### config.mk
export PLATFORM = sky130hd
export DESIGN_NAME = scps_ctrl
export DESIGN_NICKNAME = d
export VERILOG_FILES = /design/src/rtl/core/scps_pkg.sv /design/src/rtl/core/scps_ctrl.sv
export SDC_FILE = /design/constraint.sdc
export NUM_CORES = 1
export LEC_CHECK = 0
export BUFFER_PORTS_ARGS = -buffer_cell sky130_fd_sc_hd__buf_2
export CORE_AREA = 5 5 46 48
export DETAILED_ROUTE_END_ITERATION = 6
export DIE_AREA = 0 0 51 53
export GPL_ROUTABILITY_DRIVEN = 0
export GPL_TIMING_DRIVEN = 0
export PLACE_DENSITY = 0.69
export SLEW_MARGIN = 0
export SYNTH_ARGS = -nofsm -noshare
export SYNTH_HDL_FRONTEND = slang
export SYNTH_SLANG_ARGS = --single-unit
### constraint.sdc
create_clock -name aclk -period 3.93 [get_ports aclk]
set_input_delay 0.393 -clock aclk [delete_from_list [all_inputs] [get_ports aclk]]
set_output_delay 0.393 -clock aclk [all_outputs]
set_load 0.02 [all_outputs]
### src/rtl/core/scps_pkg.sv
package scps_pkg;

    localparam int FRAC_BITS_DEF = 16;

    localparam int CHUNK_W   = 32;
    localparam int MUL_A_W   = 96;
    localparam int MUL_B_W   = 64;
    localparam int MUL_P_W   = MUL_A_W + MUL_B_W;
    localparam int DIV_N_W   = 64;
    localparam int DIV_D_W   = 32;
    localparam int POT_W     = 48;
    localparam int CFG_IDX_W = 2;
    localparam int CFG_DAT_W = 48;

    localparam logic [CFG_IDX_W-1:0] CFG_CUTOFF_SQ    = 2'd0;
    localparam logic [CFG_IDX_W-1:0] CFG_INV_CUTOFF   = 2'd1;
    localparam logic [CFG_IDX_W-1:0] CFG_CHARGE_SCALE = 2'd2;

    typedef enum logic [2:0] {
        MS_DX, MS_DY, MS_DZ, MS_CM, MS_CW, MS_P
    } mul_sel_t;

    typedef enum logic {
        DS_RINV, DS_Q
    } div_sel_t;

    typedef enum logic [4:0] {
        ST_IDLE,
        ST_DX_GO, ST_DX_WT, ST_DY_GO, ST_DY_WT, ST_DZ_GO, ST_DZ_WT,
        ST_RSUM, ST_RCHK,
        ST_SQ_GO, ST_SQ_WT,
        ST_RV_GO, ST_RV_WT,
        ST_DIFF,
        ST_CM_GO, ST_CM_WT,
        ST_Q_GO, ST_Q_WT,
        ST_CW_GO, ST_CW_WT,
        ST_P_GO, ST_P_WT,
        ST_ACC,
        ST_EMIT
    } state_t;

    typedef struct packed {
        logic     load;
        logic     mul_go;
        mul_sel_t mul_sel;
        logic     div_go;
        div_sel_t div_sel;
        logic     sqrt_go;
        logic     diff;
        logic     acc;
        logic     emit;
    } dp_cmd_t;

    typedef struct packed {
        logic mul_done;
        logic div_done;
        logic sqrt_done;
        logic outside;
        logic last;
        logic out_full;
    } dp_stat_t;

endpackage

### src/rtl/core/scps_ctrl.sv
module scps_ctrl
    import scps_pkg::*;
(
    input  logic     aclk,
    input  logic     aresetn,
    input  logic     s_tvalid,
    input  logic     s_tuser,
    output logic     s_tready,
    input  dp_stat_t stat,
    output dp_cmd_t  cmd
);

    state_t state_reg, state_next;
    logic   accept;

    assign accept = s_tvalid && (state_reg == ST_IDLE);

    always_ff @(posedge aclk) begin
        if (!aresetn) begin
            state_reg <= ST_IDLE;
        end else begin
            state_reg <= state_next;
        end
    end

    always_comb begin
        state_next = state_reg;
        unique case (state_reg)
            ST_IDLE:  if (accept) state_next = s_tuser ? ST_EMIT : ST_DX_GO;
            ST_DX_GO: state_next = ST_DX_WT;
            ST_DX_WT: if (stat.mul_done) state_next = ST_DY_GO;
            ST_DY_GO: state_next = ST_DY_WT;
            ST_DY_WT: if (stat.mul_done) state_next = ST_DZ_GO;
            ST_DZ_GO: state_next = ST_DZ_WT;
            ST_DZ_WT: if (stat.mul_done) state_next = ST_RSUM;
            ST_RSUM:  state_next = ST_RCHK;
            ST_RCHK: begin
                if (!stat.outside)  state_next = ST_SQ_GO;
                else if (stat.last) state_next = ST_EMIT;
                else                state_next = ST_IDLE;
            end
            ST_SQ_GO: state_next = ST_SQ_WT;
            ST_SQ_WT: if (stat.sqrt_done) state_next = ST_RV_GO;
            ST_RV_GO: state_next = ST_RV_WT;
            ST_RV_WT: if (stat.div_done) state_next = ST_DIFF;
            ST_DIFF:  state_next = ST_CM_GO;
            ST_CM_GO: state_next = ST_CM_WT;
            ST_CM_WT: if (stat.mul_done) state_next = ST_Q_GO;
            ST_Q_GO:  state_next = ST_Q_WT;
            ST_Q_WT:  if (stat.div_done) state_next = ST_CW_GO;
            ST_CW_GO: state_next = ST_CW_WT;
            ST_CW_WT: if (stat.mul_done) state_next = ST_P_GO;
            ST_P_GO:  state_next = ST_P_WT;
            ST_P_WT:  if (stat.mul_done) state_next = ST_ACC;
            ST_ACC:   state_next = stat.last ? ST_EMIT : ST_IDLE;
            ST_EMIT:  if (!stat.out_full) state_next = ST_IDLE;
            default:  state_next = ST_IDLE;
        endcase
    end

    always_comb begin
        cmd         = '0;
        cmd.mul_sel = MS_DX;
        cmd.div_sel = DS_RINV;
        cmd.load    = accept;
        unique case (state_reg)
            ST_DX_GO: begin cmd.mul_go = 1'b1; cmd.mul_sel = MS_DX; end
            ST_DX_WT: cmd.mul_sel = MS_DX;
            ST_DY_GO: begin cmd.mul_go = 1'b1; cmd.mul_sel = MS_DY; end
            ST_DY_WT: cmd.mul_sel = MS_DY;
            ST_DZ_GO: begin cmd.mul_go = 1'b1; cmd.mul_sel = MS_DZ; end
            ST_DZ_WT: cmd.mul_sel = MS_DZ;
            ST_SQ_GO: cmd.sqrt_go = 1'b1;
            ST_RV_GO: begin cmd.div_go = 1'b1; cmd.div_sel = DS_RINV; end
            ST_RV_WT: cmd.div_sel = DS_RINV;
            ST_DIFF:  cmd.diff = 1'b1;
            ST_CM_GO: begin cmd.mul_go = 1'b1; cmd.mul_sel = MS_CM; end
            ST_CM_WT: cmd.mul_sel = MS_CM;
            ST_Q_GO:  begin cmd.div_go = 1'b1; cmd.div_sel = DS_Q; end
            ST_Q_WT:  cmd.div_sel = DS_Q;
            ST_CW_GO: begin cmd.mul_go = 1'b1; cmd.mul_sel = MS_CW; end
            ST_CW_WT: cmd.mul_sel = MS_CW;
            ST_P_GO:  begin cmd.mul_go = 1'b1; cmd.mul_sel = MS_P; end
            ST_P_WT:  cmd.mul_sel = MS_P;
            ST_ACC:   cmd.acc = 1'b1;
            ST_EMIT:  cmd.emit = !stat.out_full;
            default:  ;
        endcase
    end

    assign s_tready = (state_reg == ST_IDLE);

endmodule

[Yosys cells after proc, flatten, opt, wreduce, memory -nomap -nowiden]
Index checks and enable logic that the tools add are counted.
Word-level totals
  flip-flop bits (word level): 5
  input bits: 10
  output and inout bits: 12
  logic and storage cells: 70
Cells by class
  eq/ne operators: 34
  multiplexer cells: 23
  reductions and logical operators: 12
Operators by type and width (count)
  $pmux W5 S24: 1
  $mux W5: 14
  $eq A5 B4 Y1 const B: 8
  $eq A5 B5 Y1 const B: 8
  $eq A5 B3 Y1 const B: 4
  $ne A2 B2 Y1 const B: 10
  $pmux W3 S5: 1
  $reduce_or A2 Y1: 7
  $reduce_and A11 Y1: 1
  $eq A5 B2 Y1 const B: 2
  $mux W1: 7
  $reduce_or A6 Y1: 1
  $eq A5 B1 Y1 const B: 1
  $logic_not A5 Y1: 1
  $ne A2 B1 Y1 const B: 1
  $logic_and A1 B1 Y1: 1
  $logic_not A1 Y1: 1

[Longest topological paths before layout]
Gate-level depths: netlist of run 1.
  depth after elaboration: 4
  gate-level depth with buffers: 6
  mapped depth without buffers: 5

[Worst setup path after synthesis of run 1]
OpenSTA, ideal clock, no wires.
  kind: flip-flop to output port
  start point: register state_reg[1]
  end point: output port cmd[10] (netlist name)
  arrival: 1.527 ns
  path slack: 2.010 ns
  cell stages (with the launch flop): 6
  cells stage by stage: dfxtp_1 buf_6 or4_4 nor2_1 and2_1 buf_4
Between the ends
  longest elaborated chain between the ends: 2
RTL lines
  start: declaration: RTL line scps_ctrl.sv:13  | state_t state_reg, state_next;
  start signal: assignment: RTL line scps_ctrl.sv:22  | state_reg <= state_next;
  $logic_not A5 Y1
  named net s_tready: RTL line scps_ctrl.sv:8  | output logic s_tready,
  $logic_and A1 B1 Y1: RTL line scps_ctrl.sv:16  | assign accept = s_tvalid && (state_reg == ST_IDLE);
  end: declaration: RTL line scps_ctrl.sv:10  | output dp_cmd_t cmd
The timed path passes the listed nets, and every way through them passes these cells.

==> flow_metrics.env, run 1 <==
export IMPL_status="complete, no violations"
export IMPL_async_flop_share_pct=0
export IMPL_finalSetupViolCount=0
export IMPL_cts_htree_levels=1
export IMPL_yosysSeqAreaShare_pct=14.2
export IMPL_hold_end="state_reg[3]"
export IMPL_hold_buffers=0
export IMPL_power_switching_mw=0.253
export IMPL_synth_top_area_share_pct=14.2
export IMPL_root_buffer="clkbuf_4"
export IMPL_grt_pass1_wl_mm=3.24
export IMPL_dieArea_um2=2700
export IMPL_initial_core_util_pct=42.2
export IMPL_netlist_area_um2=704
export IMPL_clk_pin_slew_ps=40
export IMPL_design_area_um2=857
export IMPL_grt_max_degree=11
export IMPL_regToRegStartpoint="state_reg[0]"
export IMPL_ir_worst_vdd_mv=0.256
export IMPL_required_ps=3540
export IMPL_final_antenna_net_count=0
export IMPL_clk_latency_ps=240
export IMPL_drt_iter0_markers=36
export IMPL_p_sw_share_pct=48.9
export IMPL_r2r_end="state_reg[2]"
export IMPL_slowest_delay_ps=370
export IMPL_crit_family="buffers and inverters"
export IMPL_fin_skew_ps=4.41
export IMPL_placed_area_um2=831
export IMPL_grt_setup_unrepaired="false"
export IMPL_seq_power_share_pct=14.3
export IMPL_dpl_hpwl_mm=1.50
export IMPL_cp_arrival_ps=1750
export IMPL_power_internal_mw=0.264
export IMPL_vias=806
export IMPL_post_cts_buffers=0
export IMPL_antenna_found_initial=0
export IMPL_fin_crit_sh_pct=54.5
export IMPL_clockBufferDepth=2
export IMPL_clock_sinks=5
export IMPL_ys_seq_elements=5
export IMPL_drive_gt1_share_pct=31.5
export IMPL_core_area_um2=1670
export IMPL_synth_nets=112
export IMPL_ys_top_cells_by_count="13 x nand2_1, 12 x nor2_1, 6 x buf_2, 6 x nor3_1"
export IMPL_drv_slew=0
export IMPL_max_freq_mhz=467
export IMPL_cpMostUsedCell="buf_2"
export IMPL_worst_pin_slew_ps=415
export IMPL_ys_flop_type="dfxtp_1"
export IMPL_end_kind="output port"
export IMPL_holdCritPathClass="primary input to flop"
export IMPL_drt_pass1_iter_count=4
export IMPL_synth_area_leaders="dfxtp_1 14%, mux2i_1 7.1%, nand2_1 6.9%, nor2_1 6.4%, buf_2 4.3%"
export IMPL_p_leak_nw=0.378
export IMPL_start_kind="flop"
export IMPL_cp_cell_sequence="buf_2 -> buf_1 -> nor2_1 -> xnor2_1 -> nor3b_1 -> buf_2"
export IMPL_row_count=15
export IMPL_routed_wl_mm=1.98
export IMPL_largest_register_ffs=5
export IMPL_yosysMostFrequentCell="nand2_1"
export IMPL_crit_fanout=10
export IMPL_viasPerCell=5.60
export IMPL_io_buffers=21
export IMPL_io_pins=22
export IMPL_r2r_cells=6
export IMPL_hold_viol=0
export IMPL_clkPwrFrac_pct=11.2
export IMPL_wl_per_cell_um=13.8
export IMPL_min_delay_start="aresetn"
export IMPL_critPathBufInv=3
export IMPL_fillers=169
export IMPL_pwr_share_comb_pct=74.5
export IMPL_grt_overflow_total=0
export IMPL_area_growth_syn_to_layout_pct=21.7
export IMPL_cts_resized=0
export IMPL_worstSetupPathType="flop to output port"
export IMPL_fin_setup_tns_ps=0
export IMPL_die_w_um=51
export IMPL_period_minus_slack_ps=2140
export IMPL_drc_errors=0
export IMPL_post_synth_cell_area_avg_um2=6.91
export IMPL_yosysTopAreaCell="dfxtp_1"
export IMPL_yosys_warnings=0
export IMPL_cts_tree="yes"
export IMPL_first_global_vias=749
export IMPL_synth_edf_count=0
export IMPL_cts_inserted_buffers=3
export IMPL_track_usage_pct=15.3
export IMPL_diodes=0
export IMPL_fin_nets=138
export IMPL_relSlewSlack_pct=72.3
export IMPL_power_density_nw_per_um2=604
export IMPL_crit_slowest_cell="buf_1"
export IMPL_r2r_slack_ps=2280
export IMPL_min_path_cells=3
export IMPL_drv_cap=0
export IMPL_ys_types=39
export IMPL_die_h_um=53
export IMPL_syn_inst=102
-- cell families after synthesis --
logic type	Yosys count	share of synthesized area, %
compound gates	23	23.6
mux	5	7.11
buf+inv	13	10.7
simple gates	52	39.4
flops	5	14.2
xor+xnor	4	4.97
-- through the flow --
stage	power (mW)	util, %	setup WS, ps	instances	hold slack (ps)
floorplan	0.374	-	2010	102	543
global placement	0.455	49.7	2060	140	695
detailed placement	0.460	49.7	2030	140	701
CTS	0.522	51.3	1750	144	464
global route	0.562	51.3	1610	144	486
finish	0.518	51.3	1790	144	470
-- tightest hold or removal path, delay by kind of cell --
family,cells,cell delay (ps)
buffers and inverters,1,140
muxes,1,60
and+or+nand+nor,1,70
-- cells in the final DEF (no fill, tap or decap), types with 3 or more instances in the layout --
| cell type | netlist | routed |
|---|---|---|
| nor2_1 | 12 | 12 |
| xnor2_1 | 3 | 3 |
| dfxtp_1 | 5 | 5 |
| a21oi_1 | 4 | 4 |
| clkbuf_4 | 0 | 3 |
| nand3_1 | 3 | 3 |
| nand2b_1 | 3 | 3 |
| mux2i_1 | 5 | 5 |
| nand2_1 | 13 | 13 |
| buf_2 | 6 | 27 |
| o21ai_0 | 5 | 5 |
| nor3_1 | 6 | 6 |
| buf_4 | 3 | 3 |
-- final cells by class --
class	count	area [um2]	share of cell area, %
multi-input cells	84	529	61.8
well taps	17	21.3	2.48
plain buffers	11	67.6	7.88
flip-flops and latches	5	100	11.7
repair buffers	21	105	12.3
inverters	2	7.51	0.876
clock buffers	4	26.3	3.07
-- power by group through the flow --
stage | logic, mW | registers, mW | clock network [mW]
detailed placement | 0.386 | 0.0744 | 0
finish | 0.386 | 0.0740 | 0.0578
global route | 0.420 | 0.0759 | 0.0661
floorplan | 0.302 | 0.0724 | 0
global placement | 0.382 | 0.0735 | 0
CTS | 0.388 | 0.0738 | 0.0606
-- layer usage --
layer / track usage (%) / wire length [um]
met3: 2.54 / 113
met5: 0 / 0
met4: 4.04 / 14
met1: 19.0 / 874
met2: 27.0 / 981
-- worst max path at each step --
stage / from / slack (ps) / endpoint / depth (start not counted)
after floorplan: state_reg[1] / 2010 / cmd[10] / 5
after CTS: state_reg[3] / 1750 / cmd[7] / 6
after global placement: state_reg[3] / 2060 / cmd[7] / 6
after global routing: state_reg[3] / 1610 / cmd[7] / 6
final: state_reg[3] / 1790 / cmd[7] / 6
after detailed placement: state_reg[3] / 2030 / cmd[7] / 6
Note: power is estimated with default switching activity, not from simulation.
==> run 2: changes to the inputs <==
Settings changed: PLACE_DENSITY 0.69 to 0.72.
Clock period 3.93 ns to 1.9 ns, I/O delays scaled along.
==> run 2 against run 1 <==
Die area is the same. Cell count shrank 1.4%. Worst hold slack lost 210 ps. Power grew 110%. Critical path depth shrank 1. Combinational power grew 110%. Count of clock-buffer cells in the layout is the same. Wire length shrank 6.0%. Flip-flop and latch count is the same. Critical endpoint is now cmd[10]. Largest cell class unchanged. Largest power group unchanged. Highest routed layer unchanged.
==> flow_metrics.env, run 2 (synthesized netlist as in run 1, its figures left out) <==
export IMPL_status="complete, no violations"
export IMPL_drv_slew=0
export IMPL_critPathBufInv=2
export IMPL_period_minus_slack_ps=1790
export IMPL_p_sw_share_pct=48.7
export IMPL_relSlewSlack_pct=76.7
export IMPL_clock_sinks=5
export IMPL_finish_utilization_pct=51.5
export IMPL_p_total_mw=1.08
export IMPL_holdCritPathClass="primary input to flop"
export IMPL_dpl_hpwl_mm=1.42
export IMPL_core_area_um2=1670
export IMPL_first_global_vias=732
export IMPL_whs_ps=264
export IMPL_cp_arrival_ps=1600
export IMPL_drt_iter0_markers=37
export IMPL_pwr_share_comb_pct=74.3
export IMPL_wl_per_cell_um=13.1
export IMPL_clk_pin_slew_ps=50
export IMPL_drt_pass1_iter_count=4
export IMPL_required_ps=1710
export IMPL_root_buffer="clkbuf_4"
export IMPL_place_ws_ps=199
export IMPL_grt_pass1_wl_mm=3.09
export IMPL_fillers=161
export IMPL_io_buffers=21
export IMPL_end_kind="output port"
export IMPL_worstSetupPathType="flop to output port"
export IMPL_fin_crit_sh_pct=94.3
export IMPL_start_kind="flop"
export IMPL_final_cell_mix="24 x buf_2, 13 x nand2_1, 11 x nor2_1"
export IMPL_antenna_found_initial=0
export IMPL_vias=828
export IMPL_track_usage_pct=14.7
export IMPL_grt_setup_unrepaired="false"
export IMPL_grt_max_degree=20
export IMPL_viasPerCell=5.83
export IMPL_worst_slack_ps=109
export IMPL_final_antenna_net_count=0
export IMPL_fin_setup_tns_ps=0
export IMPL_grt_overflow_total=0
export IMPL_fin_nets=136
export IMPL_clk_latency_ps=250
export IMPL_seq_power_share_pct=14.0
export IMPL_power_internal_mw=0.557
export IMPL_drive_gt1_share_pct=32.0
export IMPL_crit_fanout=5
export IMPL_max_freq_mhz=558
export IMPL_met2RoutedLength_um=941
export IMPL_drv_cap=0
export IMPL_post_cts_buffers=0
export IMPL_power_density_nw_per_um2=1260
export IMPL_layout_commonest_cell="buf_2"
export IMPL_crit_slowest_cell="or4_4"
export IMPL_ir_worst_vdd_mv=0.653
export IMPL_crit_family="simple AND/OR/NAND/NOR gates"
export IMPL_diodes=0
export IMPL_cts_tree="yes"
export IMPL_slowest_delay_ps=580
export IMPL_cpMostUsedCell="buf_4"
export IMPL_power_switching_mw=0.528
export IMPL_dieArea_um2=2700
export IMPL_routed_wl_mm=1.87
export IMPL_clockBufferDepth=2
export IMPL_largest_register_ffs=5
export IMPL_p_leak_nw=0.373
export IMPL_routed_top_layer="met4"
export IMPL_die_h_um=53
export IMPL_cp_cell_sequence="or4_4 -> nor2_4 -> and2_1 -> buf_4 -> buf_4"
export IMPL_worst_pin_slew_ps=350
export IMPL_hold_buffers=0
export IMPL_initial_core_util_pct=42.2
export IMPL_drt_met1_wl_um=754
export IMPL_finalSetupViolCount=0
export IMPL_area_growth_syn_to_layout_pct=22.2
export IMPL_cts_htree_levels=1
export IMPL_drc_errors=0
export IMPL_met3_length_um=139
export IMPL_row_count=15
export IMPL_clkPwrFrac_pct=11.6
export IMPL_hold_viol=0
export IMPL_io_pins=22
export IMPL_die_w_um=51
export IMPL_fin_skew_ps=6.36
export IMPL_cts_inserted_buffers=3
[run 2: path summary, 6_finish.rpt]
check	startpoint	endpoint	slack (ps)	depth (start not counted)
hold reg to reg	state_reg[2]	state_reg[2]	690	3
setup reg to reg	state_reg[2]	state_reg[1]	290	6
hold / removal	aresetn	state_reg[0]	260	3
setup / recovery	state_reg[4]	cmd[10]	110	5
[run 2: stage by stage]
stage / std cells / area, um2
2_1_floorplan: 102 / 704
3_3_place_gp: 140 / 831
3_5_place_dp: 140 / 831
4_1_cts: 143 / 853
5_1_grt: 142 / 861
6_report: 142 / 861
[run 2: per-layer routing]
| layer | GRT usage, % | vias up |
|---|---|---|
| met5 | 0 | - |
| met4 | 5.83 | 0 |
| met3 | 3.94 | 5 |
| met2 | 24.5 | 40 |
| met1 | 17.9 | 375 |
| li1 | - | 408 |
[run 2: power groups by stage]
stage / logic (mW) / registers (mW) / clock network [mW]
final: 0.806 / 0.152 / 0.126
after CTS: 0.791 / 0.152 / 0.131
after global placement: 0.784 / 0.152 / 0
after detailed placement: 0.789 / 0.154 / 0
after global routing: 0.887 / 0.157 / 0.139
after floorplan: 0.624 / 0.150 / 0
[run 2: final cells by class]
type	count	area [um2]	share of cell area, %
Tap cell	17	21.3	2.47
Inverter	2	7.51	0.872
Sequential cell	5	100	11.6
Clock buffer	4	26.3	3.05
Timing Repair Buffer	21	108	12.5
Multi-Input combinational cell	84	537	62.4
Buffer	9	61.3	7.12
[run 2: timing repair]
item                                    4_1_cts  5_1_grt
resized for setup                             0        4
hold endpoints to repair                      0        0
endpoints found under the setup margin        2        2
pin swaps                                     0        1
[run 2: worst min-delay path, stage by stage]
cell and delay (ps):
buf_2 140, nand2_1 70, mux2i_1 60
